===== src/rtl/assert_macros.svh =====
// Assertion macros shared by the look-at view matrix RTL.
// Expects i_clk and i_rst_n in the scope of each use.
`ifndef ASSERT_MACROS_SVH
`define ASSERT_MACROS_SVH
// Checks that cons holds in the same cycle as ante.
`define ASSERT_IMPLY(lbl, ante, cons) \
    lbl: assert property (@(posedge i_clk) disable iff (!i_rst_n) (ante) |-> (cons)) \
        else $error("assertion failed");
// Checks that cons holds in the cycle after ante.
`define ASSERT_NEXT(lbl, ante, cons) \
    lbl: assert property (@(posedge i_clk) disable iff (!i_rst_n) (ante) |=> (cons)) \
        else $error("assertion failed");
`endif


===== src/rtl/lav_pkg.sv =====
// Package of the look-at view matrix block: types, constants and helper functions.
// No dependencies; the top module and the lav_ modules use it.
`timescale 1ns / 1ps
package lav_pkg;

    localparam int unsigned QUEUE_DEPTH = 2;
    localparam logic signed [31:0] ONE_Q16 = 32'sh0001_0000;
    localparam logic [63:0] SQRT_BIT0 = 64'h4000_0000_0000_0000;
    localparam logic [1:0] ROW_LAST = 2'd3;
    localparam logic [4:0] SQ_TERMS = 5'd3;
    localparam logic [4:0] CROSS_TERMS = 5'd6;
    localparam logic [4:0] DOT_TERMS = 5'd9;
    localparam logic [4:0] DIV_STEPS = 5'd17;

    typedef logic signed [31:0] t_q16;

    typedef struct packed {
        t_q16 [2:0]        eye;
        t_q16 [2:0]        up;
        logic [2:0][32:0]  dir;
    } t_work;

    typedef struct packed {
        t_q16 [2:0] ax;
        t_q16 [2:0] ay;
        t_q16 [2:0] az;
        t_q16 [2:0] tr;
        logic       degen;
    } t_result;

    typedef enum logic [3:0] {
        BK_IDLE,
        BK_NLOAD,
        BK_NSHIFT,
        BK_NSQ,
        BK_NSQRT,
        BK_NDIV,
        BK_CROSS,
        BK_YRND,
        BK_DOT,
        BK_DONE
    } t_bk_state;

    function automatic logic [1:0] nxt1(input logic [1:0] i);
        case (i)
            2'd0: return 2'd1;
            2'd1: return 2'd2;
            default: return 2'd0;
        endcase
    endfunction

    function automatic logic [1:0] nxt2(input logic [1:0] i);
        case (i)
            2'd0: return 2'd2;
            2'd1: return 2'd0;
            default: return 2'd1;
        endcase
    endfunction

    function automatic logic [1:0] dot_axis(input logic [3:0] c);
        case (c)
            4'd0, 4'd1, 4'd2: return 2'd0;
            4'd3, 4'd4, 4'd5: return 2'd1;
            default: return 2'd2;
        endcase
    endfunction

    function automatic logic [1:0] dot_comp(input logic [3:0] c);
        case (c)
            4'd0, 4'd3, 4'd6: return 2'd0;
            4'd1, 4'd4, 4'd7: return 2'd1;
            default: return 2'd2;
        endcase
    endfunction

    function automatic logic signed [32:0] sext33(input t_q16 v);
        return {v[31], v};
    endfunction

    function automatic logic signed [63:0] round_q32(input logic signed [63:0] v);
        logic [63:0] mag;
        logic [63:0] rnd;
        mag = v[63] ? 64'(-v) : 64'(v);
        rnd = (mag + 64'd32768) >> 16;
        return v[63] ? -$signed(rnd) : $signed(rnd);
    endfunction

    function automatic t_q16 sat32(input logic signed [63:0] v);
        if (v > 64'sd2147483647) begin
            return 32'sh7fff_ffff;
        end
        if (v < -64'sd2147483648) begin
            return 32'sh8000_0000;
        end
        return $signed(v[31:0]);
    endfunction

endpackage


===== src/rtl/lav_if.sv =====
// Valid/ready channel interfaces for the input points and the matrix row beats.
// No dependencies.
`timescale 1ns / 1ps
interface lav_in_if;
    logic               valid;
    logic               ready;
    logic signed [31:0] eye_x;
    logic signed [31:0] eye_y;
    logic signed [31:0] eye_z;
    logic signed [31:0] target_x;
    logic signed [31:0] target_y;
    logic signed [31:0] target_z;
    logic signed [31:0] up_x;
    logic signed [31:0] up_y;
    logic signed [31:0] up_z;

    modport source (
        output valid, eye_x, eye_y, eye_z, target_x, target_y, target_z, up_x, up_y, up_z,
        input  ready
    );
    modport sink (
        input  valid, eye_x, eye_y, eye_z, target_x, target_y, target_z, up_x, up_y, up_z,
        output ready
    );
endinterface



===== src/rtl/lav_front.sv =====
// Front stage: registers an input beat and forms the view direction target - eye.
// Depends on lav_pkg and lav_in_if.
`timescale 1ns / 1ps
module lav_front (
    input  logic          i_clk,
    input  logic          i_rst_n,
    lav_in_if.sink        i_in,
    output logic          o_valid,
    output lav_pkg::t_work o_work,
    input  logic          i_ready
);

    logic           r_valid;
    lav_pkg::t_work r_work;

    assign i_in.ready = !r_valid || i_ready;
    assign o_valid    = r_valid;
    assign o_work     = r_work;

    always_ff @(posedge i_clk) begin
        if (!i_rst_n) begin
            r_valid <= 1'b0;
        end else if (i_in.ready) begin
            r_valid <= i_in.valid;
        end
    end

    always_ff @(posedge i_clk) begin
        if (i_in.valid && i_in.ready) begin
            r_work.eye[0] <= i_in.eye_x;
            r_work.eye[1] <= i_in.eye_y;
            r_work.eye[2] <= i_in.eye_z;
            r_work.up[0]  <= i_in.up_x;
            r_work.up[1]  <= i_in.up_y;
            r_work.up[2]  <= i_in.up_z;
            r_work.dir[0] <= {i_in.target_x[31], i_in.target_x} - {i_in.eye_x[31], i_in.eye_x};
            r_work.dir[1] <= {i_in.target_y[31], i_in.target_y} - {i_in.eye_y[31], i_in.eye_y};
            r_work.dir[2] <= {i_in.target_z[31], i_in.target_z} - {i_in.eye_z[31], i_in.eye_z};
        end
    end

endmodule


===== src/flat_wrapper.sv =====
// flat-port wrapper written by rule: the top's interface ports become plain ports
module lav_front_flat 
  (i_clk, i_rst_n, o_valid, o_work, i_ready, i_in_valid, i_in_eye_x, i_in_eye_y, i_in_eye_z, i_in_target_x, i_in_target_y, i_in_target_z, i_in_up_x, i_in_up_y, i_in_up_z, i_in_ready);
  lav_in_if i_in_i ();
  input  logic i_clk;
  input  logic i_rst_n;
  output logic o_valid;
  output lav_pkg::t_work o_work;
  input  logic i_ready;
  input wire logic [$bits(i_in_i.valid)-1:0] i_in_valid;
  input wire logic [$bits(i_in_i.eye_x)-1:0] i_in_eye_x;
  input wire logic [$bits(i_in_i.eye_y)-1:0] i_in_eye_y;
  input wire logic [$bits(i_in_i.eye_z)-1:0] i_in_eye_z;
  input wire logic [$bits(i_in_i.target_x)-1:0] i_in_target_x;
  input wire logic [$bits(i_in_i.target_y)-1:0] i_in_target_y;
  input wire logic [$bits(i_in_i.target_z)-1:0] i_in_target_z;
  input wire logic [$bits(i_in_i.up_x)-1:0] i_in_up_x;
  input wire logic [$bits(i_in_i.up_y)-1:0] i_in_up_y;
  input wire logic [$bits(i_in_i.up_z)-1:0] i_in_up_z;
  output wire logic [$bits(i_in_i.ready)-1:0] i_in_ready;
  assign i_in_i.valid = i_in_valid;
  assign i_in_i.eye_x = i_in_eye_x;
  assign i_in_i.eye_y = i_in_eye_y;
  assign i_in_i.eye_z = i_in_eye_z;
  assign i_in_i.target_x = i_in_target_x;
  assign i_in_i.target_y = i_in_target_y;
  assign i_in_i.target_z = i_in_target_z;
  assign i_in_i.up_x = i_in_up_x;
  assign i_in_i.up_y = i_in_up_y;
  assign i_in_i.up_z = i_in_up_z;
  assign i_in_ready = i_in_i.ready;
  lav_front u_core (.i_clk(i_clk), .i_rst_n(i_rst_n), .i_in(i_in_i), .o_valid(o_valid), .o_work(o_work), .i_ready(i_ready));
endmodule

===== config.mk =====
export PLATFORM = sky130hd
export DESIGN_NAME = lav_front_flat
export DESIGN_NICKNAME = d
export VERILOG_FILES = /design/src/rtl/assert_macros.svh /design/src/rtl/lav_pkg.sv /design/src/rtl/lav_if.sv /design/src/rtl/lav_front.sv /design/src/flat_wrapper.sv
export SDC_FILE = /design/constraint.sdc
export NUM_CORES = 1
export LEC_CHECK = 0
export BUFFER_PORTS_ARGS = -buffer_cell sky130_fd_sc_hd__buf_2
export CORE_AREA = 3 3 228 230
export DETAILED_ROUTE_END_ITERATION = 12
export DIE_AREA = 0 0 231 233
export PLACE_DENSITY = 0.59
export SYNTH_ARGS = -nofsm -noshare
export SYNTH_HDL_FRONTEND = slang
export SYNTH_SLANG_ARGS = --single-unit

===== constraint.sdc =====
create_clock -name i_clk -period 19.8 [get_ports i_clk]
set_clock_uncertainty 0.1 [all_clocks]
set_input_delay 1.98 -clock i_clk [delete_from_list [all_inputs] [get_ports i_clk]]
set_output_delay 1.98 -clock i_clk [all_outputs]
set_load 0.02 [all_outputs]

==> out/qor.csv <==
metric;value;unit
run_status;finished clean;
drv_slew;0;
final_net_count;2167;
async_flop_share;0;
period_share;0.227;
pin_count;585;
drt_wl_total;46200;um
hp-start;u_core.o_valid$_SDFFE_PN0N_;
antenna_found_initial;15;
cts_tree;built;
grt_pass1_vias;11657;
wl_met3;3570;um
wl_per_cell;18.6;um
syn_nets;1564;
grt.overflow.total;0;
synth_commonest_cells;edfxtp_1 (291), inv_1 (136), ha_1 (96);
clock_power_share;0.371;
cp.required;17720;ps
ir_drop;0.0696;mV
crit_path_max_incr_delay;170;ps
drtAntennaViolNets;0;
grtUsageTotal;0.162;
critPathMaxFanout;3;
postCtsSetupBuffers;0;
netlist.area_leader.share;0.596;
rsz0062_at_grt;no;
power.switching;0.000518;W
cts-root-buf;clkbuf_16;
crit_top_cell;buf_2;
numCtsBuffers;37;
grt_first_pass_wirelength;67800;um
die_h;233;um
multi_input_area;5250;um^2
clk_pin_slew_worst_paths;50;ps
syn_inst;1173;
clockBufferDepth;3;
cts_sinks;292;
routedLengthMet1;18600;um
finalHoldViolations;0;
start_util;0.293;
n_fill_cell;4916;
fp.dieW;231;um
drc;0;
highest_layer;met5;
dr.pass1.iters;5;
slowest_stage;buf_2;
slew_headroom;0.244;
hpwlAfterDp;36600;um
drive_gt1_frac;0.364;
fin_crit;4480;ps
synth_cell_types;79;
synth-seq-cells;292;
drtIter0Drc;747;
die-area;53800;um^2
swShare;0.287;
yosysTopAreaCell;edfxtp_1;
dp.cells;2409;
critPathKind;in2out;
synth_sequential_area_ratio;0.598;
setup-tns-final;0;ps
syn_area_per_cell;12.5;um^2
cp-end-kind;output pin;
synthTopCellsByArea;edfxtp_1 (60%), ha_1 (8.2%), inv_1 (3.5%), xnor2_1 (3.5%), a21oi_1 (3.1%);
via_count;11617;
ctsResizeCount;0;
wl_met2;22800;um
areaGrowthSynthToFinish;33.2;%
p_per_area;92.5;nW/um^2
place.gp.congestion;0.855;
synth_edf_count;291;
intPower;0.00129;W
p_total;0.00181;W
r2r_start;u_core.o_valid$_SDFFE_PN0N_;
stdcell_count;2481;
rows;82;
p_comb_frac;0.206;
worstMarginPinSlew;1130;ps
drt-vias-per-instance;4.68;
p_seq_frac;0.423;
port_buffers;584;
p_leak;8.71;nW
cp-start-kind;input pin;
startpoint;i_ready;
cp_cell_sequence;buf_2 > nand2b_1 > buf_2;
netlist_area;14700;um^2
cts_max_level;2;
yosysWarnings;0;
synth-main-ff-cell;edfxtp_1;
arrival;2400;ps
max_freq;0.223;GHz
worstHoldPathType;reg2reg;
setup_viol;0;
hold_buffers;0;
grt_max_degree;167;
core;50100;um^2
yosysMostFrequentCell;edfxtp_1;
maxCapViolations;0;
seq_area;8760;um^2
clock_latency;520;ps
cells by family (layout without fill, tap and decap cells):
logic type / count (synthesis) / count (layout) / synth area share
AO/OA/AOI/OAI: 297 / 297 / 0.137
AND/OR/NAND/NOR: 243 / 243 / 0.0840
other: 0 / 6 / 0
multiplexers: 4 / 4 / 0.00282
buffers and inverters: 158 / 788 / 0.0444
adder cells (fa/ha/maj): 99 / 99 / 0.0861
XOR/XNOR: 80 / 80 / 0.0478
flip-flops: 292 / 292 / 0.598
worst max-delay path, delay by kind of cell:
kind                   cells  cell delay, ps
AND/OR/NAND/NOR            1             160
buffers and inverters      2             260
power groups by stage:
stage                     clock network (W)  registers, W  logic [W]
after global placement                    0      0.000775   0.000370
final                              0.000670      0.000763   0.000373
after CTS                          0.000693      0.000764   0.000375
after floorplan                           0      0.000852   0.000171
after detailed placement                  0      0.000776   0.000374
after global routing               0.000719      0.000768   0.000406
layout by cell type (no fill, tap or decap), types with 20 or more instances in the layout:
| cell type | synthesis | layout |
|---|---|---|
| xnor2_1 | 58 | 58 |
| nor2b_1 | 20 | 20 |
| nor2_1 | 55 | 55 |
| nand3_1 | 27 | 27 |
| a21o_1 | 37 | 37 |
| xor2_1 | 22 | 22 |
| buf_2 | 3 | 584 |
| ha_1 | 96 | 96 |
| o21ai_0 | 34 | 34 |
| clkbuf_16 | 0 | 39 |
| a21oi_1 | 92 | 92 |
| edfxtp_1 | 291 | 291 |
| nand2_1 | 60 | 60 |
| inv_1 | 136 | 136 |
routing by layer:
metal | vias up | global-route usage
met5 | - | 0
met4 | 10 | 0.0579
met3 | 83 | 0.0463
met2 | 419 | 0.278
met1 | 5524 | 0.194
li1 | 5581 | -
sequential cells by signal, summed over array words and instances, names as in the netlist:
register,flops
u_core.o_valid,1
u_core.o_work,291
stage by stage:
stage	cell area [um^2]	utilization	setup slack (ps)	hold WS (ps)
floorplan	14700	-	10140	650
finish	19500	0.390	15320	450
detailed placement	18300	0.366	15050	445
CTS	19500	0.389	15310	453
global route	19500	0.390	15280	512
global placement	18300	0.366	15080	431
area by class of cell:
type,instances,share of cell area
antenna,6,0.000769
clock buffer,49,0.0519
multi-input combinational,723,0.269
tap,672,0.0431
sequential,292,0.449
timing repair buffer,586,0.151
clock inverter,17,0.00917
inverter,136,0.0262
final timing paths:
| check | end | slack [ps] | cells after the start |
|---|---|---|---|
| hold / removal | u_core.o_valid$_SDFFE_PN0N_ | 450 | 2 |
| setup reg to reg | u_core.o_work[247]$_DFFE_PP_ | 17320 | 3 |
| setup / recovery | i_in_ready | 15320 | 3 |
| hold reg to reg | u_core.o_valid$_SDFFE_PN0N_ | 450 | 2 |
Note: power is estimated with default switching activity, not from simulation.
