File: config.mk
export PLATFORM = sky130hd
export DESIGN_NAME = lav_queue
export DESIGN_NICKNAME = d
export VERILOG_FILES = /design/src/rtl/assert_macros.svh /design/src/rtl/lav_pkg.sv /design/src/rtl/lav_queue.sv
export SDC_FILE = /design/constraint.sdc
export NUM_CORES = 1
export LEC_CHECK = 0
export BUFFER_PORTS_ARGS = -buffer_cell sky130_fd_sc_hd__buf_2
export CORE_AREA = 2 2 228 230
export CTS_BUF_LIST = sky130_fd_sc_hd__clkbuf_4 sky130_fd_sc_hd__clkbuf_8 sky130_fd_sc_hd__clkbuf_16
export DETAILED_ROUTE_END_ITERATION = 8
export DIE_AREA = 0 0 230 232
export GPL_TIMING_DRIVEN = 0
export PLACE_DENSITY = 0.74
export REMOVE_ABC_BUFFERS = 1
export SETUP_SLACK_MARGIN = 0.02
export SLEW_MARGIN = 30
export SYNTH_ARGS = -nofsm -noshare
export SYNTH_HDL_FRONTEND = slang
export SYNTH_SLANG_ARGS = --single-unit
File: constraint.sdc
create_clock -name i_clk -period 7.2 [get_ports i_clk]
set_clock_uncertainty 0.1 [all_clocks]
set_input_delay 0.36 -clock i_clk [delete_from_list [all_inputs] [get_ports i_clk]]
set_output_delay 0.36 -clock i_clk [all_outputs]
set_load 0.05 [all_outputs]
File: src/rtl/assert_macros.svh
// Assertion macros shared by the look-at view matrix RTL.
// Expects i_clk and i_rst_n in the scope of each use.
`ifndef ASSERT_MACROS_SVH
`define ASSERT_MACROS_SVH
// Checks that cons holds in the same cycle as ante.
`define ASSERT_IMPLY(lbl, ante, cons) \
    lbl: assert property (@(posedge i_clk) disable iff (!i_rst_n) (ante) |-> (cons)) \
        else $error("assertion failed");
// Checks that cons holds in the cycle after ante.
`define ASSERT_NEXT(lbl, ante, cons) \
    lbl: assert property (@(posedge i_clk) disable iff (!i_rst_n) (ante) |=> (cons)) \
        else $error("assertion failed");
`endif

File: src/rtl/lav_pkg.sv
// Package of the look-at view matrix block: types, constants and helper functions.
// No dependencies; the top module and the lav_ modules use it.
`timescale 1ns / 1ps
package lav_pkg;

    localparam int unsigned QUEUE_DEPTH = 2;
    localparam logic signed [31:0] ONE_Q16 = 32'sh0001_0000;
    localparam logic [63:0] SQRT_BIT0 = 64'h4000_0000_0000_0000;
    localparam logic [1:0] ROW_LAST = 2'd3;
    localparam logic [4:0] SQ_TERMS = 5'd3;
    localparam logic [4:0] CROSS_TERMS = 5'd6;
    localparam logic [4:0] DOT_TERMS = 5'd9;
    localparam logic [4:0] DIV_STEPS = 5'd17;

    typedef logic signed [31:0] t_q16;

    typedef struct packed {
        t_q16 [2:0]        eye;
        t_q16 [2:0]        up;
        logic [2:0][32:0]  dir;
    } t_work;

    typedef struct packed {
        t_q16 [2:0] ax;
        t_q16 [2:0] ay;
        t_q16 [2:0] az;
        t_q16 [2:0] tr;
        logic       degen;
    } t_result;

    typedef enum logic [3:0] {
        BK_IDLE,
        BK_NLOAD,
        BK_NSHIFT,
        BK_NSQ,
        BK_NSQRT,
        BK_NDIV,
        BK_CROSS,
        BK_YRND,
        BK_DOT,
        BK_DONE
    } t_bk_state;

    function automatic logic [1:0] nxt1(input logic [1:0] i);
        case (i)
            2'd0: return 2'd1;
            2'd1: return 2'd2;
            default: return 2'd0;
        endcase
    endfunction

    function automatic logic [1:0] nxt2(input logic [1:0] i);
        case (i)
            2'd0: return 2'd2;
            2'd1: return 2'd0;
            default: return 2'd1;
        endcase
    endfunction

    function automatic logic [1:0] dot_axis(input logic [3:0] c);
        case (c)
            4'd0, 4'd1, 4'd2: return 2'd0;
            4'd3, 4'd4, 4'd5: return 2'd1;
            default: return 2'd2;
        endcase
    endfunction

    function automatic logic [1:0] dot_comp(input logic [3:0] c);
        case (c)
            4'd0, 4'd3, 4'd6: return 2'd0;
            4'd1, 4'd4, 4'd7: return 2'd1;
            default: return 2'd2;
        endcase
    endfunction

    function automatic logic signed [32:0] sext33(input t_q16 v);
        return {v[31], v};
    endfunction

    function automatic logic signed [63:0] round_q32(input logic signed [63:0] v);
        logic [63:0] mag;
        logic [63:0] rnd;
        mag = v[63] ? 64'(-v) : 64'(v);
        rnd = (mag + 64'd32768) >> 16;
        return v[63] ? -$signed(rnd) : $signed(rnd);
    endfunction

    function automatic t_q16 sat32(input logic signed [63:0] v);
        if (v > 64'sd2147483647) begin
            return 32'sh7fff_ffff;
        end
        if (v < -64'sd2147483648) begin
            return 32'sh8000_0000;
        end
        return $signed(v[31:0]);
    endfunction

endpackage

File: src/rtl/lav_queue.sv
// Short queue that decouples the front stage from the matrix solver.
// Depends on lav_pkg.
`timescale 1ns / 1ps
module lav_queue #(
    parameter int unsigned DEPTH = lav_pkg::QUEUE_DEPTH
) (
    input  logic           i_clk,
    input  logic           i_rst_n,
    input  logic           i_valid,
    input  lav_pkg::t_work i_data,
    output logic           o_ready,
    output logic           o_valid,
    output lav_pkg::t_work o_data,
    input  logic           i_ready
);

    localparam int unsigned AW = (DEPTH > 1) ? $clog2(DEPTH) : 1;
    localparam int unsigned CW = $clog2(DEPTH + 1);

    logic [CW-1:0]  r_count;
    logic [AW-1:0]  r_wr;
    logic [AW-1:0]  r_rd;
    lav_pkg::t_work r_mem [DEPTH];
    logic           push;
    logic           pop;

    assign o_ready = r_count != CW'(DEPTH);
    assign o_valid = r_count != '0;
    assign o_data  = r_mem[r_rd];
    assign push    = i_valid && o_ready;
    assign pop     = o_valid && i_ready;

    always_ff @(posedge i_clk) begin
        if (!i_rst_n) begin
            r_count <= '0;
            r_wr    <= '0;
            r_rd    <= '0;
        end else begin
            if (push) begin
                r_wr <= (r_wr == AW'(DEPTH - 1)) ? '0 : r_wr + 1'b1;
            end
            if (pop) begin
                r_rd <= (r_rd == AW'(DEPTH - 1)) ? '0 : r_rd + 1'b1;
            end
            if (push && !pop) begin
                r_count <= r_count + 1'b1;
            end else if (pop && !push) begin
                r_count <= r_count - 1'b1;
            end
        end
    end

    always_ff @(posedge i_clk) begin
        if (push) begin
            r_mem[r_wr] <= i_data;
        end
    end

endmodule

==> impl_metrics.tcl, run 1 <==
set metrics [dict create \
    die_x_um 230 \
    die_h_um 232 \
    rows 83 \
    cp_slowest_cell "dfxtp_4" \
    cp_cell_sequence "buf_16 > buf_16 > buf_16 > mux2_2 > buf_2" \
    final_max_slew_viol_count 0 \
    port_buffers 587 \
    setup_viol 0 \
    cp-start-kind "register" \
    p_per_area_mw_per_mm2 377 \
    worstPathArrival_ns 2.88 \
    fin_nets 2149 \
    final_cell_mix "buf_2, edfxtp_1, dlygate4sd3_1" \
    postCtsResizedCells 0 \
    clk_latency_ns 0.59 \
    p_total_mw 11.3 \
    fillerInstances 3591 \
    hold_class "in2reg" \
    clk_path_buf_depth 3 \
    crit_fanout 50 \
    ios 588 \
    ant_nets 0 \
    yosysWarnings 0 \
    start_util_pct 42.0 \
    ys_seq_area_share_pct 82.3 \
    maxSlewHeadroom_pct 61.2 \
    worstHoldStart "i_ready" \
    cts_max_level 2 \
    area_growth_pct 40.3 \
    grt_usage_pct 18.9 \
    drtPass1Iterations 5 \
    clock-sinks 587 \
    final_common_cell "buf_2" \
    drive_gt1_share_pct 52.6 \
    period_share_pct 46.4 \
    drt_wl_total_um 52600 \
    via_per_inst 4.83 \
    cp.required_ns 6.74 \
    vias 12500 \
    cp-end-kind "primary output" \
    cts_setup_buffers 0 \
    cts_tree "yes" \
    critical_path_class "reg2out" \
    min_period_ns 3.34 \
    synth_area_sq_mm 0.0214 \
    path_clk_slew_ns 0.06 \
    whs_ns 0.145 \
    post_drt_wl_per_cell_um 20.4 \
    synth.avg_cell_area_sq_um 23.0 \
    grt_overflow 0 \
    first_iter_violations 598 \
    grt_first_pass_wirelength_um 76900 \
    reg2reg_from "r_count[0]" \
    syn_inst 929 \
    ys_types 19 \
    drc_errors 0 \
    p_leak_nw 11.2 \
    antenna_found_initial 3 \
    numCtsBuffers 58 \
    worstMarginPinSlew_ns 0.582 \
    rsz0062_at_grt "false" \
    dieArea_sq_mm 0.0534 \
    cts_root_buf "clkbuf_16" \
    slowest_delay_ns 0.72 \
    cts_hold_buf 293 \
    drv_cap 0 \
    grt_pass1_vias 13700 \
    max_freq_mhz 299 \
    ir_worst_vdd_v 0.000276 \
    worst_path_most_repeated_cell "buf_16" \
    hold_viol_final 0 \
    core_area_sq_mm 0.0509 \
    grt_max_degree 91 \
    place.gp.congestion 0.782 \
    status "finished clean" \
    ys_ff_latch 587 \
    dpl.hpwl_um 30900 \
]
-- per-stage QoR --
| stage | TNS [ns] | std cells | cell area (sq um) | utilization (%) | setup WS (ns) |
|---|---|---|---|---|---|
| 5_1_grt | 0 | 2580 | 30000 | 58.9 | 3.71 |
| 3_3_place_gp | -3449.09 | 2164 | 24800 | 48.7 | -4.95 |
| 4_1_cts | 0 | 2577 | 30000 | 58.9 | 3.79 |
| 2_1_floorplan | -597.05 | 897 | 21000 | - | -1.11 |
| 6_report | 0 | 2581 | 30000 | 58.9 | 3.86 |
| 3_5_place_dp | 0 | 2180 | 25200 | 49.5 | 4.45 |
-- where the power goes --
group	switching (mW)	leakage (nW)	internal, mW
clock network	1.23	0.926	1.64
registers	0.139	5.48	4.27
logic	2.87	4.83	1.16
-- state kept, by name, indices dropped and copies added, names as in the netlist, named ones only --
name     count
r_mem      582
r_wr         1
r_rd         1
r_count      2
-- cell usage after synthesis --
master	n	share of area, %
o21ai_0	1	0.023
or2_2	1	0.029
and2_1	4	0.12
edfxtp_1	582	82
ha_1	1	0.059
nand2b_4	1	0.064
dfxtp_1	5	0.47
a21boi_1	1	0.035
o21ai_1	1	0.023
a21bo_2	1	0.047
a21boi_0	1	0.035
xnor2_1	2	0.082
buf_6	32	1.7
xor2_1	1	0.041
inv_1	1	0.018
or3_1	1	0.029
nand3b_1	1	0.035
and3_1	1	0.029
mux2_2	291	15
-- per-layer routing --
| metal | wire [um] | share of wire [%] | up-vias | track usage, % |
|---|---|---|---|---|
| li1 | - | - | 5580 | - |
| met5 | 0 | 0 | - | 0 |
| met1 | 18700 | 35 | 6189 | 20.5 |
| met4 | 2480 | 4.7 | 0 | 8.99 |
| met3 | 3830 | 7.3 | 150 | 5.33 |
| met2 | 27600 | 53 | 556 | 33.9 |
-- path summary, 6_finish.rpt --
check        slack [ns]             to  cells past startpoint
max                3.86    o_data[159]                      5
min                0.15           r_rd                      4
max reg2reg        4.57  r_mem[1][202]                      6
min reg2reg        0.49     r_count[1]                      2
-- cell type report --
| cell class | instances | area (sq um) | share of cell area [%] |
|---|---|---|---|
| Antenna cell | 4 | 10.0 | 0.0334 |
| Clock buffer | 84 | 1710 | 5.69 |
| Clock inverter | 20 | 108 | 0.359 |
| Inverter | 1 | 11.3 | 0.0376 |
| Multi-Input combinational cell | 309 | 3420 | 11.4 |
| Sequential cell | 587 | 17600 | 58.7 |
| Tap cell | 680 | 851 | 2.84 |
| Timing Repair Buffer | 896 | 6270 | 20.9 |
-- cells by family after synthesis --
group | share of synthesized area, %
XOR/XNOR | 0.123
AND/OR/NAND/NOR | 0.305
flip-flops | 82.3
multiplexers | 15.3
AO/OA/AOI/OAI | 0.164
adder cells (fa/ha/maj) | 0.0586
buffers and inverters | 1.70
-- worst max-delay path, delay by kind of cell, from the launching register on --
family | cells | cell delay [ns]
buf+inv | 4 | 1.09
mux | 1 | 0.39
flops | 1 | 0.72
Power figures use the tool's default switching activity.
==> run 2: changes to the inputs <==
--- a/config.mk
+++ b/config.mk
@@ -5,6 +5,7 @@
 export SDC_FILE = /design/constraint.sdc
 export NUM_CORES = 1
 export LEC_CHECK = 0
+export ABC_AREA = 1
 export BUFFER_PORTS_ARGS = -buffer_cell sky130_fd_sc_hd__buf_2
 export CORE_AREA = 2 2 228 230
 export CTS_BUF_LIST = sky130_fd_sc_hd__clkbuf_4 sky130_fd_sc_hd__clkbuf_8 sky130_fd_sc_hd__clkbuf_16
==> constraint.sdc (replaced) <==
create_clock -name i_clk -period 2.68 [get_ports i_clk]
set_clock_uncertainty 0.1 [all_clocks]
set_input_delay 0.134 -clock i_clk [delete_from_list [all_inputs] [get_ports i_clk]]
set_output_delay 0.134 -clock i_clk [all_outputs]
set_load 0.05 [all_outputs]
==> run 2 against run 1 <==
  * Largest power group unchanged
  * First-iteration DRC count increased by 5.0%
  * Power rose to 2.7 times the previous value
  * Via count grew 1.9%
  * Sequential power increased to 2.7 times the previous value
  * Largest cell class unchanged
  * Synthesized cell count increased by 1.4%
==> impl_metrics.tcl, run 2 <==
set metrics [dict create \
    cp-start-kind "register" \
    synth_edf_count 582 \
    drive_gt1_share_pct 52.5 \
    cp-end-kind "primary output" \
    area_growth_pct 44.2 \
    hold_viol_final 0 \
    synth_common_cells "edfxtp_1, mux2_2, clkbuf_8" \
    place.gp.congestion 0.773 \
    core_area_sq_mm 0.0509 \
    netlist.area_leader.share_pct 81.6 \
    grt_pass1_vias 13800 \
    power_frac_seq_pct 38.6 \
    synth.avg_cell_area_sq_um 22.7 \
    path_clk_slew_ns 0.06 \
    min_period_ns 2.58 \
    die_x_um 230 \
    yosysMostFrequentCell "edfxtp_1" \
    drc_errors 0 \
    utilization_pct 60.7 \
    p_per_area_mw_per_mm2 998 \
    syn_inst 942 \
    fin_nets 2198 \
    drv_cap 0 \
    cts_tree "yes" \
    grt_max_degree 39 \
    port_buffers 587 \
    first_iter_violations 628 \
    switchingPower_mw 11.1 \
    switching_share_pct 35.9 \
    multi_input_area_sq_mm 0.00340 \
    path_buf_inv 4 \
    reg2reg_from "r_count[0]" \
    critical-path-top-delay-family "buffers and inverters" \
    max_freq_mhz 388 \
    period_share_pct 96.2 \
    ys.flop_type "edfxtp_1" \
    ys_types 14 \
    reg.largest.list "r_mem (582), r_count (2)" \
    synth_top_area_cell "edfxtp_1" \
    wl_met1_um 19400 \
    post_drt_wl_per_cell_um 20.6 \
    via_per_inst 4.83 \
    largest_reg_flops 582 \
    clkPwrFrac_pct 26.6 \
    internal_power_mw 19.8 \
    critical_path_class "reg2out" \
    p_comb_share_pct 34.8 \
    die_h_um 232 \
    worstHoldStart "i_data[69]" \
    whs_ns 0.170 \
    synthTopCellsByArea "edfxtp_1, mux2_2, clkbuf_8" \
    grt_usage_pct 19.6 \
    numCtsBuffers 58 \
    dieArea_sq_mm 0.0534 \
    rows 83 \
    start_util_pct 42.1 \
    cp.required_ns 2.45 \
    timing.rr.end "r_mem[0][31]" \
    reg2reg_depth 10 \
    crit_fanout 31 \
    ir_worst_vdd_v 0.00101 \
    ant_nets 0 \
    worst_path_most_repeated_cell "buf_16" \
    wl_met2_um 29000 \
    p_leak_nw 11.7 \
    setup_ws_ns 0.102 \
    p_total_mw 30.8 \
    vias 12700 \
    final_cell_mix "buf_2, edfxtp_1, dlygate4sd3_1" \
    hold_path_end "r_mem[1][69]" \
    dpl_worst_slack_ns -0.142 \
    antenna_found_initial 4 \
    final_common_cell "buf_2" \
    ios 588 \
    ys_ff_latch 587 \
    cp_slowest_cell "dfxtp_4" \
    synth_area_sq_mm 0.0214 \
    cts_max_level 2 \
    setup_viol 0 \
    rsz0062_at_grt "false" \
    seqCellArea_sq_mm 0.0176 \
    yosysWarnings 0 \
    cts_root_buf "clkbuf_16" \
    dr_wl_met3_um 3590 \
    dpl.hpwl_um 33200 \
    fillerInstances 3407 \
    clk_latency_ns 0.58 \
    clock-sinks 587 \
    worstPathArrival_ns 2.34 \
    instances_no_fill 2633 \
    cp_cell_sequence "buf_16 > buf_16 > bufbuf_16 > mux2_2 > buf_2" \
    hold_class "in2reg" \
    drt_wl_total_um 54200 \
    route.top_layer_used "met5" \
    ff2ff_setup_slack_ns 0.13 \
    worstHoldPathCells 2 \
    grt_overflow 0 \
    placed_cells 2216 \
    final_max_slew_viol_count 0 \
    worstMarginPinSlew_ns 0.303 \
    slowest_delay_ns 0.37 \
    ys_async_sr_fraction_pct 0 \
    ys_seq_area_share_pct 82.0 \
    status "finished clean" \
    clk_path_buf_depth 3 \
    max_flop_register "r_mem" \
    maxSlewHeadroom_pct 79.9 \
    drtPass1Iterations 6 \
    grt_first_pass_wirelength_um 79700 \
]
run 2: cell count changes after synthesis, sizes merged, moves of 2 or more:
cell    previous run  this run
a21boi             2         0
and2               4         0
buf               32         3
clkbuf             0        29
inv                1         8
nand2              0         9
nor2               0         8
xnor2              2         0
run 2: area by class of cell:
class	count	share of cell area, %
inverters	8	0.0972
repair buffers	932	22.9
well taps	680	2.75
diodes	4	0.0324
multi-input cells	315	11.0
clock inverters	37	1.22
clock buffers	70	5.05
flip-flops and latches	587	56.9
run 2: per-stage QoR:
stage / instance area (sq um) / setup TNS, ns
finish: 30900 / 0
global route: 30900 / 0
CTS: 30900 / 0
detailed placement: 25800 / -6.34
global placement: 24800 / -
floorplan: 21000 / -8201.74
run 2: worst max-delay path by stage:
stage / from / endpoint / cells past startpoint
2_1_floorplan: r_count[0] / r_mem[0][0] / 4
3_3_place_gp: r_count[0] / r_mem[1][110] / 4
3_5_place_dp: r_count[0] / r_mem[1][191] / 10
4_1_cts: register / o_data[137] / 5
5_1_grt: r_count[0] / r_mem[0][171] / 10
6_report: register / o_data[120] / 5
run 2: power groups by stage:
stage               sequential (mW)  clock (mW)  combinational (mW)
floorplan                      12.1           0                4.89
global placement               11.8           0                4.67
detailed placement             12.1           0                10.0
CTS                            11.9        8.30                10.7
global route                   12.0        8.70                11.1
finish                         11.9        8.21                10.7
run 2: timing repair:
action | CTS | global route
cloned | 3 | 1
setup buffers | 6 | 0
setup endpoints to repair | 218 | 20
hold endpoints to repair | 587 | 0
pin swaps | 2 | 0
resized for setup | 1 | 1
hold buffers | 296 | 0
run 2: cell families (layout without fill, tap and decap cells):
kind of cell | Yosys count | in the layout | synth area share [%]
fa+ha+maj | 1 | 1 | 0.0584
flops | 587 | 587 | 82.0
other cells | 0 | 4 | 0
mux | 291 | 291 | 15.3
simple gates | 19 | 19 | 0.350
compound gates | 4 | 4 | 0.105
buf+inv | 40 | 1047 | 2.16
run 2: per-layer routing:
layer | GRT usage, % | vias up
li1 | - | 5711
met5 | 0 | -
met2 | 35.8 | 523
met3 | 4.65 | 135
met1 | 21.5 | 6343
met4 | 9.01 | 2
