$ cat src/rtl/assert_macros.svh
// Assertion macros shared by the look-at view matrix RTL.
// Expects i_clk and i_rst_n in the scope of each use.
`ifndef ASSERT_MACROS_SVH
`define ASSERT_MACROS_SVH
// Checks that cons holds in the same cycle as ante.
`define ASSERT_IMPLY(lbl, ante, cons) \
    lbl: assert property (@(posedge i_clk) disable iff (!i_rst_n) (ante) |-> (cons)) \
        else $error("assertion failed");
// Checks that cons holds in the cycle after ante.
`define ASSERT_NEXT(lbl, ante, cons) \
    lbl: assert property (@(posedge i_clk) disable iff (!i_rst_n) (ante) |=> (cons)) \
        else $error("assertion failed");
`endif

$ cat src/rtl/lav_pkg.sv
// Package of the look-at view matrix block: types, constants and helper functions.
// No dependencies; the top module and the lav_ modules use it.
`timescale 1ns / 1ps
package lav_pkg;

    localparam int unsigned QUEUE_DEPTH = 2;
    localparam logic signed [31:0] ONE_Q16 = 32'sh0001_0000;
    localparam logic [63:0] SQRT_BIT0 = 64'h4000_0000_0000_0000;
    localparam logic [1:0] ROW_LAST = 2'd3;
    localparam logic [4:0] SQ_TERMS = 5'd3;
    localparam logic [4:0] CROSS_TERMS = 5'd6;
    localparam logic [4:0] DOT_TERMS = 5'd9;
    localparam logic [4:0] DIV_STEPS = 5'd17;

    typedef logic signed [31:0] t_q16;

    typedef struct packed {
        t_q16 [2:0]        eye;
        t_q16 [2:0]        up;
        logic [2:0][32:0]  dir;
    } t_work;

    typedef struct packed {
        t_q16 [2:0] ax;
        t_q16 [2:0] ay;
        t_q16 [2:0] az;
        t_q16 [2:0] tr;
        logic       degen;
    } t_result;

    typedef enum logic [3:0] {
        BK_IDLE,
        BK_NLOAD,
        BK_NSHIFT,
        BK_NSQ,
        BK_NSQRT,
        BK_NDIV,
        BK_CROSS,
        BK_YRND,
        BK_DOT,
        BK_DONE
    } t_bk_state;

    function automatic logic [1:0] nxt1(input logic [1:0] i);
        case (i)
            2'd0: return 2'd1;
            2'd1: return 2'd2;
            default: return 2'd0;
        endcase
    endfunction

    function automatic logic [1:0] nxt2(input logic [1:0] i);
        case (i)
            2'd0: return 2'd2;
            2'd1: return 2'd0;
            default: return 2'd1;
        endcase
    endfunction

    function automatic logic [1:0] dot_axis(input logic [3:0] c);
        case (c)
            4'd0, 4'd1, 4'd2: return 2'd0;
            4'd3, 4'd4, 4'd5: return 2'd1;
            default: return 2'd2;
        endcase
    endfunction

    function automatic logic [1:0] dot_comp(input logic [3:0] c);
        case (c)
            4'd0, 4'd3, 4'd6: return 2'd0;
            4'd1, 4'd4, 4'd7: return 2'd1;
            default: return 2'd2;
        endcase
    endfunction

    function automatic logic signed [32:0] sext33(input t_q16 v);
        return {v[31], v};
    endfunction

    function automatic logic signed [63:0] round_q32(input logic signed [63:0] v);
        logic [63:0] mag;
        logic [63:0] rnd;
        mag = v[63] ? 64'(-v) : 64'(v);
        rnd = (mag + 64'd32768) >> 16;
        return v[63] ? -$signed(rnd) : $signed(rnd);
    endfunction

    function automatic t_q16 sat32(input logic signed [63:0] v);
        if (v > 64'sd2147483647) begin
            return 32'sh7fff_ffff;
        end
        if (v < -64'sd2147483648) begin
            return 32'sh8000_0000;
        end
        return $signed(v[31:0]);
    endfunction

endpackage

$ cat src/rtl/lav_if.sv


interface lav_out_if;
    logic               valid;
    logic               ready;
    logic [1:0]         row_index;
    logic signed [31:0] col0;
    logic signed [31:0] col1;
    logic signed [31:0] col2;
    logic signed [31:0] col3;
    logic               last_row;
    logic               degenerate;

    modport source (
        output valid, row_index, col0, col1, col2, col3, last_row, degenerate,
        input  ready
    );
    modport sink (
        input  valid, row_index, col0, col1, col2, col3, last_row, degenerate,
        output ready
    );
endinterface

$ cat src/rtl/lav_rows.sv
// Row emitter: holds one solved matrix and sends it as four row beats.
// Depends on lav_pkg and lav_out_if.
`timescale 1ns / 1ps
module lav_rows (
    input  logic             i_clk,
    input  logic             i_rst_n,
    input  logic             i_valid,
    input  lav_pkg::t_result i_res,
    output logic             o_ready,
    lav_out_if.source        o_out
);

    logic             r_busy;
    logic [1:0]       r_row;
    lav_pkg::t_result r_res;

    assign o_ready = !r_busy || (o_out.ready && r_row == lav_pkg::ROW_LAST);

    always_ff @(posedge i_clk) begin
        if (!i_rst_n) begin
            r_busy <= 1'b0;
            r_row  <= '0;
        end else if (o_ready && i_valid) begin
            r_busy <= 1'b1;
            r_row  <= '0;
        end else if (r_busy && o_out.ready) begin
            if (r_row == lav_pkg::ROW_LAST) begin
                r_busy <= 1'b0;
            end
            r_row <= r_row + 1'b1;
        end
    end

    always_ff @(posedge i_clk) begin
        if (o_ready && i_valid) begin
            r_res <= i_res;
        end
    end

    always_comb begin
        o_out.valid      = r_busy;
        o_out.row_index  = r_row;
        o_out.last_row   = r_row == lav_pkg::ROW_LAST;
        o_out.degenerate = r_res.degen;
        case (r_row)
            2'd0, 2'd1, 2'd2: begin
                o_out.col0 = r_res.ax[r_row];
                o_out.col1 = r_res.ay[r_row];
                o_out.col2 = r_res.az[r_row];
                o_out.col3 = '0;
            end
            default: begin
                o_out.col0 = r_res.tr[0];
                o_out.col1 = r_res.tr[1];
                o_out.col2 = r_res.tr[2];
                o_out.col3 = lav_pkg::ONE_Q16;
            end
        endcase
    end

endmodule
$ cat src/flat_wrapper.sv
// flat-port wrapper written by rule: the top's interface ports become plain ports
module lav_rows_flat 
  (i_clk, i_rst_n, i_valid, i_res, o_ready, o_out_valid, o_out_row_index, o_out_col0, o_out_col1, o_out_col2, o_out_col3, o_out_last_row, o_out_degenerate, o_out_ready);
  lav_out_if o_out_i ();
  input  logic i_clk;
  input  logic i_rst_n;
  input  logic i_valid;
  input  lav_pkg::t_result i_res;
  output logic o_ready;
  output wire logic [$bits(o_out_i.valid)-1:0] o_out_valid;
  output wire logic [$bits(o_out_i.row_index)-1:0] o_out_row_index;
  output wire logic [$bits(o_out_i.col0)-1:0] o_out_col0;
  output wire logic [$bits(o_out_i.col1)-1:0] o_out_col1;
  output wire logic [$bits(o_out_i.col2)-1:0] o_out_col2;
  output wire logic [$bits(o_out_i.col3)-1:0] o_out_col3;
  output wire logic [$bits(o_out_i.last_row)-1:0] o_out_last_row;
  output wire logic [$bits(o_out_i.degenerate)-1:0] o_out_degenerate;
  input wire logic [$bits(o_out_i.ready)-1:0] o_out_ready;
  assign o_out_valid = o_out_i.valid;
  assign o_out_row_index = o_out_i.row_index;
  assign o_out_col0 = o_out_i.col0;
  assign o_out_col1 = o_out_i.col1;
  assign o_out_col2 = o_out_i.col2;
  assign o_out_col3 = o_out_i.col3;
  assign o_out_last_row = o_out_i.last_row;
  assign o_out_degenerate = o_out_i.degenerate;
  assign o_out_i.ready = o_out_ready;
  lav_rows u_core (.i_clk(i_clk), .i_rst_n(i_rst_n), .i_valid(i_valid), .i_res(i_res), .o_ready(o_ready), .o_out(o_out_i));
endmodule
$ cat config.mk
export PLATFORM = sky130hd
export DESIGN_NAME = lav_rows_flat
export DESIGN_NICKNAME = d
export VERILOG_FILES = /design/src/rtl/assert_macros.svh /design/src/rtl/lav_pkg.sv /design/src/rtl/lav_if.sv /design/src/rtl/lav_rows.sv /design/src/flat_wrapper.sv
export SDC_FILE = /design/constraint.sdc
export NUM_CORES = 1
export LEC_CHECK = 0
export BUFFER_PORTS_ARGS = -buffer_cell sky130_fd_sc_hd__buf_2
export CAP_MARGIN = 10
export CORE_AREA = 2 2 205 207
export DETAILED_ROUTE_END_ITERATION = 7
export DIE_AREA = 0 0 207 209
export PLACE_DENSITY_LB_ADDON = 0.15
export SLEW_MARGIN = 20
export SYNTH_ARGS = -nofsm -noshare
export SYNTH_HDL_FRONTEND = slang
export SYNTH_SLANG_ARGS = --single-unit
$ cat constraint.sdc
create_clock -name i_clk -period 12.8 [get_ports i_clk]
set_clock_uncertainty 0.1 [all_clocks]
set_input_delay 2.56 -clock i_clk [delete_from_list [all_inputs] [get_ports i_clk]]
set_output_delay 2.56 -clock i_clk [all_outputs]
set_load 0.005 [all_outputs]
==> results of run 1 <==
-- synth_stat cells (2+ instances only) --
cell type	instances	area [sq um]
ha_1	2	25.0
dfxtp_1	3	60.1
buf_4	34	255
and4bb_2	31	388
nor4bb_1	65	651
buf_12	8	160
a21bo_2	3	30.0
a221oi_1	2	17.5
buf_2	9	45.0
a221o_1	96	961
edfxtp_1	385	11600
inv_1	2	7.51
mux2_2	26	293
mux2_4	70	1050
clkbuf_1	41	154
buf_6	2	22.5
-- final timing paths --
check	end	slack, ps	cells after the start
worst max-delay path	o_out_col2[31]	5920	5
worst min-delay path	u_core.o_out.row_index[1]	460	2
worst max register to register	u_core.r_res[36]	8270	5
worst min register to register	u_core.o_out.row_index[1]	460	2
-- sequential cells by signal, indices dropped and copies added (netlist names) --
| register | cells |
|---|---|
| u_core.r_res | 384 |
| u_core.o_out.row_index | 2 |
| u_core.o_out.degenerate | 1 |
| u_core.o_out.valid | 1 |
-- cell families (layout without fill, tap and decap cells) --
| logic type | Yosys count | in the layout | share of synthesized area |
|---|---|---|---|
| multiplexers | 96 | 96 | 0.0855 |
| AO/OA/AOI/OAI | 102 | 102 | 0.0645 |
| buffers and inverters | 97 | 581 | 0.0412 |
| flip-flops | 388 | 388 | 0.739 |
| AND/OR/NAND/NOR | 100 | 100 | 0.0675 |
| other | 1 | 44 | 0.000239 |
| adder cells (fa/ha/maj) | 2 | 2 | 0.00159 |
-- area by class of cell --
cell class              instances  area (sq um)  area share
clock inverters                22           173     0.00871
diodes                         13          32.5     0.00164
inverters                       2          7.51    0.000379
well taps                     539           674      0.0340
flip-flops and latches        388         11600       0.587
multi-input cells             331          3580       0.181
repair buffers                501          2560       0.129
clock buffers                  56          1170      0.0589
-- power by group through the flow --
stage | registers, mW | logic (mW) | clock network, mW
CTS | 1.51 | 0.208 | 1.23
global placement | 1.53 | 0.204 | 0
detailed placement | 1.53 | 0.207 | 0
finish | 1.51 | 0.204 | 1.19
global route | 1.51 | 0.222 | 1.28
floorplan | 1.55 | 0.112 | 0
-- worst max-delay path, stage by stage (launching register included) --
cell,delay [ps]
dfxtp_4,910
buf_4,860
buf_4,870
mux2_2,420
a221o_1,320
buf_2,130
-- layer usage --
layer / GRT usage / vias to the layer above / routed length (microns)
met5: 0 / - / 105
met4: 0.0707 / 16 / 1020
met3: 0.0600 / 73 / 3240
met2: 0.311 / 365 / 20800
met1: 0.217 / 4589 / 15800
li1: - / 4243 / -
==> out/results.tsv, run 1 <==
stage	metric	value	unit
place	DP HPWL	27100	microns
synth	Netlist cell types	23	
synth	Async SR Flop Fraction	0	
critical_path	critical path startpoint category	flip-flop	
global_routing	Tot GR Track Use	0.183	
sta	Final WS setup	5920	ps
floorplanning	num rows	75	
global_routing	initial antenna violation count	19	
worst_hold_path	Hold/Removal Path Class	flip-flop to flip-flop	
global_routing	GRT Residual Overflow	0	
sta	fmax	145	MHz
place	RePlAce Congestion	0.793	
synth	Post-synth EDFFs	385	
cts	post-CTS sizing	0	
synth	top_reg_cell synth	edfxtp_1	
layout	Final nets	1659	
layout	fin cells	1852	
cts	Reg clk slew, reported paths	60	ps
critical_path	Worst Path Class, Setup	flip-flop to output port	
sta	setup violators final	0	
sta	fin crit share	0.538	
route	post-detailed-route via-to-cell ratio	5.01	
synth	synthesized area	15700	sq um
critical_path	crit path launch	u_core.o_out.row_index[0]	
power_and_ir_drop	Lkg Pwr	7.72	nW
sta	Hold WS	456	ps
cts	TritonCTS Sinks	388	
global_routing	vias in the first global route	9594	
synth	Gate Count Post-Synth	786	
sta	Slew HR	0.295	
floorplanning	Chip Height	209	microns
power_and_ir_drop	Power Dens Cells	146	nW/um^2
critical_path	Reg-to-Reg Start	u_core.o_out.row_index[0]	
global_routing	pin count of the biggest net entering global routing	187	
cts	CTS tree	done	
route	Routed WL per cell	22.1	microns
layout	final core utilization	0.480	
cts	latest clock arrival within the worst-skew pair	540	ps
route	1st-pass router iterations	4	
power_and_ir_drop	Tot Pwr	2.90	mW
sta	Final min period	6880	ps
cts	postcts setup bufs	0	
power_and_ir_drop	internal cell power	2.30	mW
power_and_ir_drop	Logic pwr share	0.070	
route	final routed DRC violation total	0	
global_routing	first-pass GRT wire length	59900	microns
synth	syn avg cell area	20.0	sq um
power_and_ir_drop	sw frac	0.207	
layout	Area Growth Syn to Fin	26.1	%
power_and_ir_drop	Seq pwr share	0.520	
synth	FF+latch count, synth	388	
sta	RSZ-0062 raised after global routing	false	
power_and_ir_drop	NetSw	0.599	mW
critical_path	Arr. time, crit path	4220	ps
cts	total CTS buffers	44	
critical_path	Crit Path Max Fanout	70	
cts	H-tree depth	2	
sta	setup_tns	0	ps
route	ANT nets after route	0	
power_and_ir_drop	Peak VDD IR	0.100	mV
critical_path	CP endpoint kind	output port	
floorplanning	# IOs	523	
floorplanning	Initial Utilization	0.381	
sta	worst slew pin tran	1060	ps
floorplanning	Die Wd	207	microns
synth	sequential-to-total area share from yosys stat	0.739	
cts	clk buf depth	3	
status	status	finished, final reports clean	
place	dpl cell area	18400	sq um
layout	commonest non-fill, non-tap cell in the layout	buf_2	
route	overall routed net length	41000	microns
place	worst slack at placement	6330	ps
layout	share of layout cells above drive strength 1	0.532	
route	via count	9286	
layout	filler cell count	3663	
place	Port-buffer cells	491	
layout	commonest cells after routing, fill and taps aside	buf_2, edfxtp_1, a221o_1	
worst_hold_path	Worst Hold Launch	u_core.o_out.valid	
floorplanning	die footprint	43300	sq um
job	number of max-cap violations	0	
synth	Yosys Warn Count	0	
sta	Max Slew Vio Count	0	
floorplanning	core area	41300	sq um
power_and_ir_drop	Clk pwr share	0.410	
cts	cts hold-fix bufs	0	
cts	clk root buf	clkbuf_16	
critical_path	WP data required	10140	ps
layout	cell area after layout	19800	sq um
place	dpl cells	1760	
route	1st-iter DRT viols	660	
sta	Final Hold Vio Count	0	
Power figures use the tool's default switching activity.
==> run 2, diff against run 1 <==
--- a/config.mk
+++ b/config.mk
@@ -7,9 +7,9 @@
 export LEC_CHECK = 0
 export BUFFER_PORTS_ARGS = -buffer_cell sky130_fd_sc_hd__buf_2
 export CAP_MARGIN = 10
-export CORE_AREA = 2 2 205 207
+export CORE_AREA = 2 2 201 203
 export DETAILED_ROUTE_END_ITERATION = 7
-export DIE_AREA = 0 0 207 209
+export DIE_AREA = 0 0 203 205
 export PLACE_DENSITY_LB_ADDON = 0.15
 export SLEW_MARGIN = 20
 export SYNTH_ARGS = -nofsm -noshare
==> constraint.sdc (replaced) <==
create_clock -name i_clk -period 7 [get_ports i_clk]
set_clock_uncertainty 0.1 [all_clocks]
set_input_delay 1.4 -clock i_clk [delete_from_list [all_inputs] [get_ports i_clk]]
set_output_delay 1.4 -clock i_clk [all_outputs]
set_load 0.005 [all_outputs]
==> run 2 against run 1 <==
  * Worst hold slack improved by 1.9 ps
  * Register-to-register slack got worse by 5100 ps
  * Sequential power increased by 82%
  * Setup slack got worse by 4000 ps
  * Via count decreased by 1.5%
  * First-iteration DRC count decreased by 19%
  * Total power increased by 80%
  * Critical endpoint is now o_out_col2[0]
==> out/results.tsv, run 2 (synthesized netlist as in run 1, its figures left out) <==
stage	metric	value	unit
status	status	finished, final reports clean	
cts	cts hold-fix bufs	0	
place	RePlAce Congestion	0.798	
route	1st-iter DRT viols	536	
layout	share of layout cells above drive strength 1	0.529	
sta	Final min period	5100	ps
power_and_ir_drop	Clk pwr share	0.401	
cts	total CTS buffers	44	
critical_path	CP Cell Sequence	ha_4 > buf_12 > and4bb_2 > a221o_1 > buf_2	
floorplanning	core area	39400	sq um
critical_path	Arr. time, crit path	3600	ps
critical_path	WP data required	5500	ps
critical_path	Crit Path Max Fanout	121	
power_and_ir_drop	Logic pwr share	0.071	
layout	filler cell count	3367	
global_routing	GRT Residual Overflow	0	
floorplanning	die footprint	41600	sq um
global_routing	pin count of the biggest net entering global routing	199	
global_routing	initial antenna violation count	18	
cts	clk root buf	clkbuf_16	
sta	RSZ-0062 raised after global routing	false	
critical_path	CP endpoint kind	output port	
sta	fmax	196	MHz
route	final routed DRC violation total	0	
floorplanning	Chip Height	205	microns
route	post-detailed-route via-to-cell ratio	4.98	
floorplanning	# IOs	523	
route	ANT nets after route	0	
global_routing	Tot GR Track Use	0.180	
cts	CTS tree	done	
critical_path	Worst Path Class, Setup	flip-flop to output port	
cts	TritonCTS Sinks	388	
critical_path	Max stage delay cell, worst path	dfxtp_4	
route	Routed WL per cell	21.4	microns
place	DP HPWL	25800	microns
layout	max reg flops	384	
layout	Multi-input gate area	3580	sq um
layout	commonest cells after routing, fill and taps aside	buf_2, edfxtp_1, a221o_1	
sta	Final WS setup	1900	ps
cts	clk buf depth	3	
power_and_ir_drop	sw frac	0.207	
power_and_ir_drop	NetSw	1.08	mW
floorplanning	Die Wd	203	microns
cts	postcts setup bufs	0	
place	Port-buffer cells	491	
floorplanning	Initial Utilization	0.399	
sta	setup violators final	0	
layout	Area Growth Syn to Fin	26.0	%
layout	Top reg by flops	u_core.r_res	
power_and_ir_drop	Seq pwr share	0.528	
place	worst slack at placement	2450	ps
cts	post-CTS sizing	0	
layout	commonest non-fill, non-tap cell in the layout	buf_2	
critical_path	critical path startpoint category	flip-flop	
sta	fin crit share	0.729	
cts	H-tree depth	2	
route	via count	9150	
global_routing	first-pass GRT wire length	55800	microns
power_and_ir_drop	Lkg Pwr	7.70	nW
sta	Max Slew Vio Count	0	
layout	Final nets	1659	
sta	Final Hold Vio Count	0	
power_and_ir_drop	internal cell power	4.13	mW
floorplanning	num rows	73	
power_and_ir_drop	Tot Pwr	5.21	mW
power_and_ir_drop	Peak VDD IR	0.226	mV
critical_path	crit-path max cell delay	960	ps
layout	Seq. cell area	11600	sq um
job	number of max-cap violations	0	
global_routing	vias in the first global route	9278	
critical_path	Top Family by Delay on Critical Path	flip-flops	
worst_hold_path	Hold/Removal Path Class	flip-flop to flip-flop	
route	overall routed net length	39300	microns
critical_path	WP buf/inv	2	
cts	Reg clk slew, reported paths	60	ps
sta	setup_tns	0	ps
power_and_ir_drop	Power Dens Cells	263	nW/um^2
sta	worst slew pin tran	989	ps
route	1st-pass router iterations	4	
sta	Slew HR	0.340	
cts	latest clock arrival within the worst-skew pair	550	ps
[run 2: changes by cell type in the layout (fill, tap and decap cells not counted), moves of 2 or more]
cell | previous run | this run
buf_12 | 2 | 4
buf_4 | 8 | 5
bufinv_16 | 3 | 1
clkbuf_1 | 11 | 14
clkinv_2 | 6 | 2
inv_6 | 0 | 2
[run 2: cell type report]
type	count	share of cell area
Multi-Input combinational cell	331	0.181
Timing Repair Buffer	501	0.131
Clock buffer	59	0.0595
Inverter	2	0.000379
Clock inverter	20	0.00619
Sequential cell	388	0.587
Antenna cell	12	0.00152
Tap cell	525	0.0332
[run 2: worst register-to-register path, cell delays in order (launching register included)]
cell and delay (ps):
dfxtp_4 680, buf_4 640, ha_1 330, a21bo_2 190
and2_4 430, buf_12 350, buf_16 490
[run 2: through the flow]
stage | area, sq um | util | hold WS (ps) | cells
2_1_floorplan | 15800 | - | 417 | 816
3_3_place_gp | 18500 | 0.469 | 440 | 1746
3_5_place_dp | 18500 | 0.469 | 446 | 1746
4_1_cts | 19800 | 0.502 | 463 | 1825
5_1_grt | 19800 | 0.503 | 502 | 1838
6_report | 19800 | 0.503 | 458 | 1838
[run 2: final timing paths]
check	startpoint	endpoint	slack, ps	cells past startpoint
setup reg to reg	u_core.o_out.row_index[1]	u_core.r_res[167]	3200	6
hold / removal	u_core.o_out.valid	u_core.o_out.row_index[1]	460	2
hold reg to reg	u_core.o_out.valid	u_core.o_out.row_index[1]	460	2
setup / recovery	u_core.o_out.row_index[0]	o_out_col2[0]	1900	5
[run 2: power groups by stage]
stage	clock network, mW	registers [mW]	logic, mW
floorplan	0	2.80	0.205
global placement	0	2.80	0.370
detailed placement	0	2.80	0.374
CTS	2.15	2.75	0.375
global route	2.25	2.76	0.406
finish	2.09	2.75	0.372
[run 2: layer usage]
layer  GRT usage  share of wire
met1       0.205           0.38
met2       0.300           0.49
met5           0         0.0021
met3      0.0679          0.092
met4      0.0868          0.033
==> run 3, diff against run 2 <==
--- a/config.mk
+++ b/config.mk
@@ -7,9 +7,9 @@
 export LEC_CHECK = 0
 export BUFFER_PORTS_ARGS = -buffer_cell sky130_fd_sc_hd__buf_2
 export CAP_MARGIN = 10
-export CORE_AREA = 2 2 201 203
+export CORE_AREA = 2 2 205 207
 export DETAILED_ROUTE_END_ITERATION = 7
-export DIE_AREA = 0 0 203 205
+export DIE_AREA = 0 0 207 209
 export PLACE_DENSITY_LB_ADDON = 0.15
 export SLEW_MARGIN = 20
 export SYNTH_ARGS = -nofsm -noshare
==> constraint.sdc (replaced) <==
create_clock -name i_clk -period 4.34 [get_ports i_clk]
set_clock_uncertainty 0.1 [all_clocks]
set_input_delay 0.868 -clock i_clk [delete_from_list [all_inputs] [get_ports i_clk]]
set_output_delay 0.868 -clock i_clk [all_outputs]
set_load 0.005 [all_outputs]
==> run 3 against run 2 <==
  * First-iteration DRC count increased by 5.0%
  * Highest routed layer unchanged
  * Largest cell class unchanged
  * Via count grew 2.0%
  * Design area rose by 1.2%
  * Sequential power up 61%
  * Sequential share of layout area down 0.68 points
  * Count of clock-buffer cells in the layout down 4
==> out/results.tsv, run 3 (synthesized netlist as in run 1, its figures left out) <==
stage	metric	value	unit
power_and_ir_drop	sw frac	0.205	
floorplanning	num rows	75	
power_and_ir_drop	Peak VDD IR	0.326	mV
critical_path	Arr. time, crit path	2600	ps
sta	worst slew pin tran	860	ps
layout	Seq. cell area	11600	sq um
place	Port-buffer cells	491	
route	via count	9335	
sta	Slew HR	0.427	
cts	total CTS buffers	43	
critical_path	Max stage delay cell, worst path	ha_4	
sta	RSZ-0062 raised after global routing	false	
critical_path	CP endpoint kind	output port	
route	1st-iter DRT viols	563	
critical_path	WP buf/inv	2	
critical_path	Crit Path Max Fanout	82	
sta	fin crit share	0.822	
global_routing	GRT Residual Overflow	0	
route	Routed WL per cell	21.9	microns
cts	TritonCTS Sinks	388	
status	status	finished, final reports clean	
floorplanning	# IOs	523	
cts	post-CTS sizing	0	
critical_path	Top Family by Delay on Critical Path	adder cells	
critical_path	Worst Path Class, Setup	flip-flop to output port	
floorplanning	Chip Height	209	microns
critical_path	Reg-to-Reg Start	u_core.o_out.row_index[0]	
floorplanning	Initial Utilization	0.381	
place	dpl cells	1776	
place	DP HPWL	27700	microns
layout	commonest non-fill, non-tap cell in the layout	buf_2	
power_and_ir_drop	Power Dens Cells	425	nW/um^2
worst_hold_path	Min-Delay Path Depth	1	
route	1st-pass router iterations	4	
global_routing	Tot GR Track Use	0.182	
route	post-detailed-route via-to-cell ratio	5.01	
cts	Reg clk slew, reported paths	60	ps
cts	latest clock arrival within the worst-skew pair	540	ps
global_routing	vias in the first global route	9558	
floorplanning	Die Wd	207	microns
cts	CTS tree	done	
layout	final core utilization	0.485	
place	RePlAce Congestion	0.791	
sta	setup_tns	0	ps
job	number of max-cap violations	0	
layout	cell area after layout	20000	sq um
sta	Final WS setup	771	ps
sta	Final Hold Vio Count	0	
worst_hold_path	Hold Path Sink	u_core.r_res[277]	
layout	share of layout cells above drive strength 1	0.538	
layout	fin cells	1864	
layout	commonest cells after routing, fill and taps aside	buf_2, edfxtp_1, a221o_1	
sta	Final min period	3570	ps
layout	Final nets	1673	
power_and_ir_drop	internal cell power	6.78	mW
floorplanning	core area	41300	sq um
global_routing	initial antenna violation count	21	
sta	Max Slew Vio Count	0	
layout	Area Growth Syn to Fin	27.5	%
worst_hold_path	Worst Hold Launch	i_res[277]	
route	final routed DRC violation total	0	
power_and_ir_drop	Tot Pwr	8.52	mW
place	worst slack at placement	1330	ps
layout	Multi-input gate area	3580	sq um
critical_path	crit-path max cell delay	520	ps
critical_path	reg-to-reg critical path endpoint	u_core.r_res[81]	
sta	Hold WS	389	ps
sta	setup violators final	0	
cts	cts hold-fix bufs	0	
power_and_ir_drop	Logic pwr share	0.075	
cts	clk root buf	clkbuf_16	
route	ANT nets after route	0	
power_and_ir_drop	Clk pwr share	0.406	
place	dpl cell area	18700	sq um
layout	max reg flops	384	
worst_hold_path	Hold/Removal Path Class	input port to flip-flop	
route	overall routed net length	40800	microns
power_and_ir_drop	NetSw	1.74	mW
power_and_ir_drop	Lkg Pwr	7.82	nW
sta	fmax	280	MHz
layout	filler cell count	3607	
global_routing	first-pass GRT wire length	59400	microns
critical_path	R2R cell count	5	
layout	Top reg by flops	u_core.r_res	
global_routing	pin count of the biggest net entering global routing	103	
power_and_ir_drop	Seq pwr share	0.519	
critical_path	critical path startpoint category	flip-flop	
cts	H-tree depth	2	
cts	postcts setup bufs	0	
critical_path	WP data required	3370	ps
floorplanning	die footprint	43300	sq um
critical_path	FF-to-FF setup slack	1520	ps
critical_path	CP Cell Sequence	ha_4 > buf_12 > and4bb_2 > a221o_1 > buf_2	
cts	clk buf depth	3	
==> run 3: layout make-up <==
cell class / instances / area share
flip-flops and latches: 388 / 0.580
inverters: 2 / 0.000375
multi-input cells: 331 / 0.179
well taps: 539 / 0.0337
clock buffers: 55 / 0.0581
diodes: 13 / 0.00162
repair buffers: 516 / 0.139
clock inverters: 20 / 0.00843
==> run 3: per-layer routing <==
metal	share of wire	vias to the layer above	GRT usage
met5	0.0024	-	0
met4	0.024	16	0.0717
met3	0.078	71	0.0576
met2	0.51	376	0.308
met1	0.39	4601	0.215
li1	-	4271	-
==> run 3: worst register-to-register path: cells and delay by family, from the launching register on <==
family | cells | cell delay, ps
flops | 1 | 390
fa+ha+maj | 1 | 280
compound gates | 1 | 190
buf+inv | 2 | 830
simple gates | 1 | 720
==> run 3: worst max path at each step <==
stage / from / to / cells after the start
after floorplan: o_out_ready / u_core.o_out.degenerate / 2
after CTS: u_core.o_out.row_index[0] / o_out_col1[17] / 5
final: u_core.o_out.row_index[0] / o_out_col1[17] / 5
after global placement: u_core.o_out.row_index[1] / o_out_col0[13] / 4
after global routing: u_core.o_out.row_index[0] / o_out_col1[18] / 5
after detailed placement: u_core.o_out.row_index[0] / o_out_col1[17] / 5
==> run 3: power by group through the flow <==
stage | Combinational [mW] | Sequential, mW | Clock [mW]
after floorplan | 0.331 | 4.50 | 0
after detailed placement | 0.646 | 4.50 | 0
after CTS | 0.651 | 4.42 | 3.56
after global routing | 0.694 | 4.44 | 3.69
final | 0.638 | 4.42 | 3.46
after global placement | 0.643 | 4.50 | 0
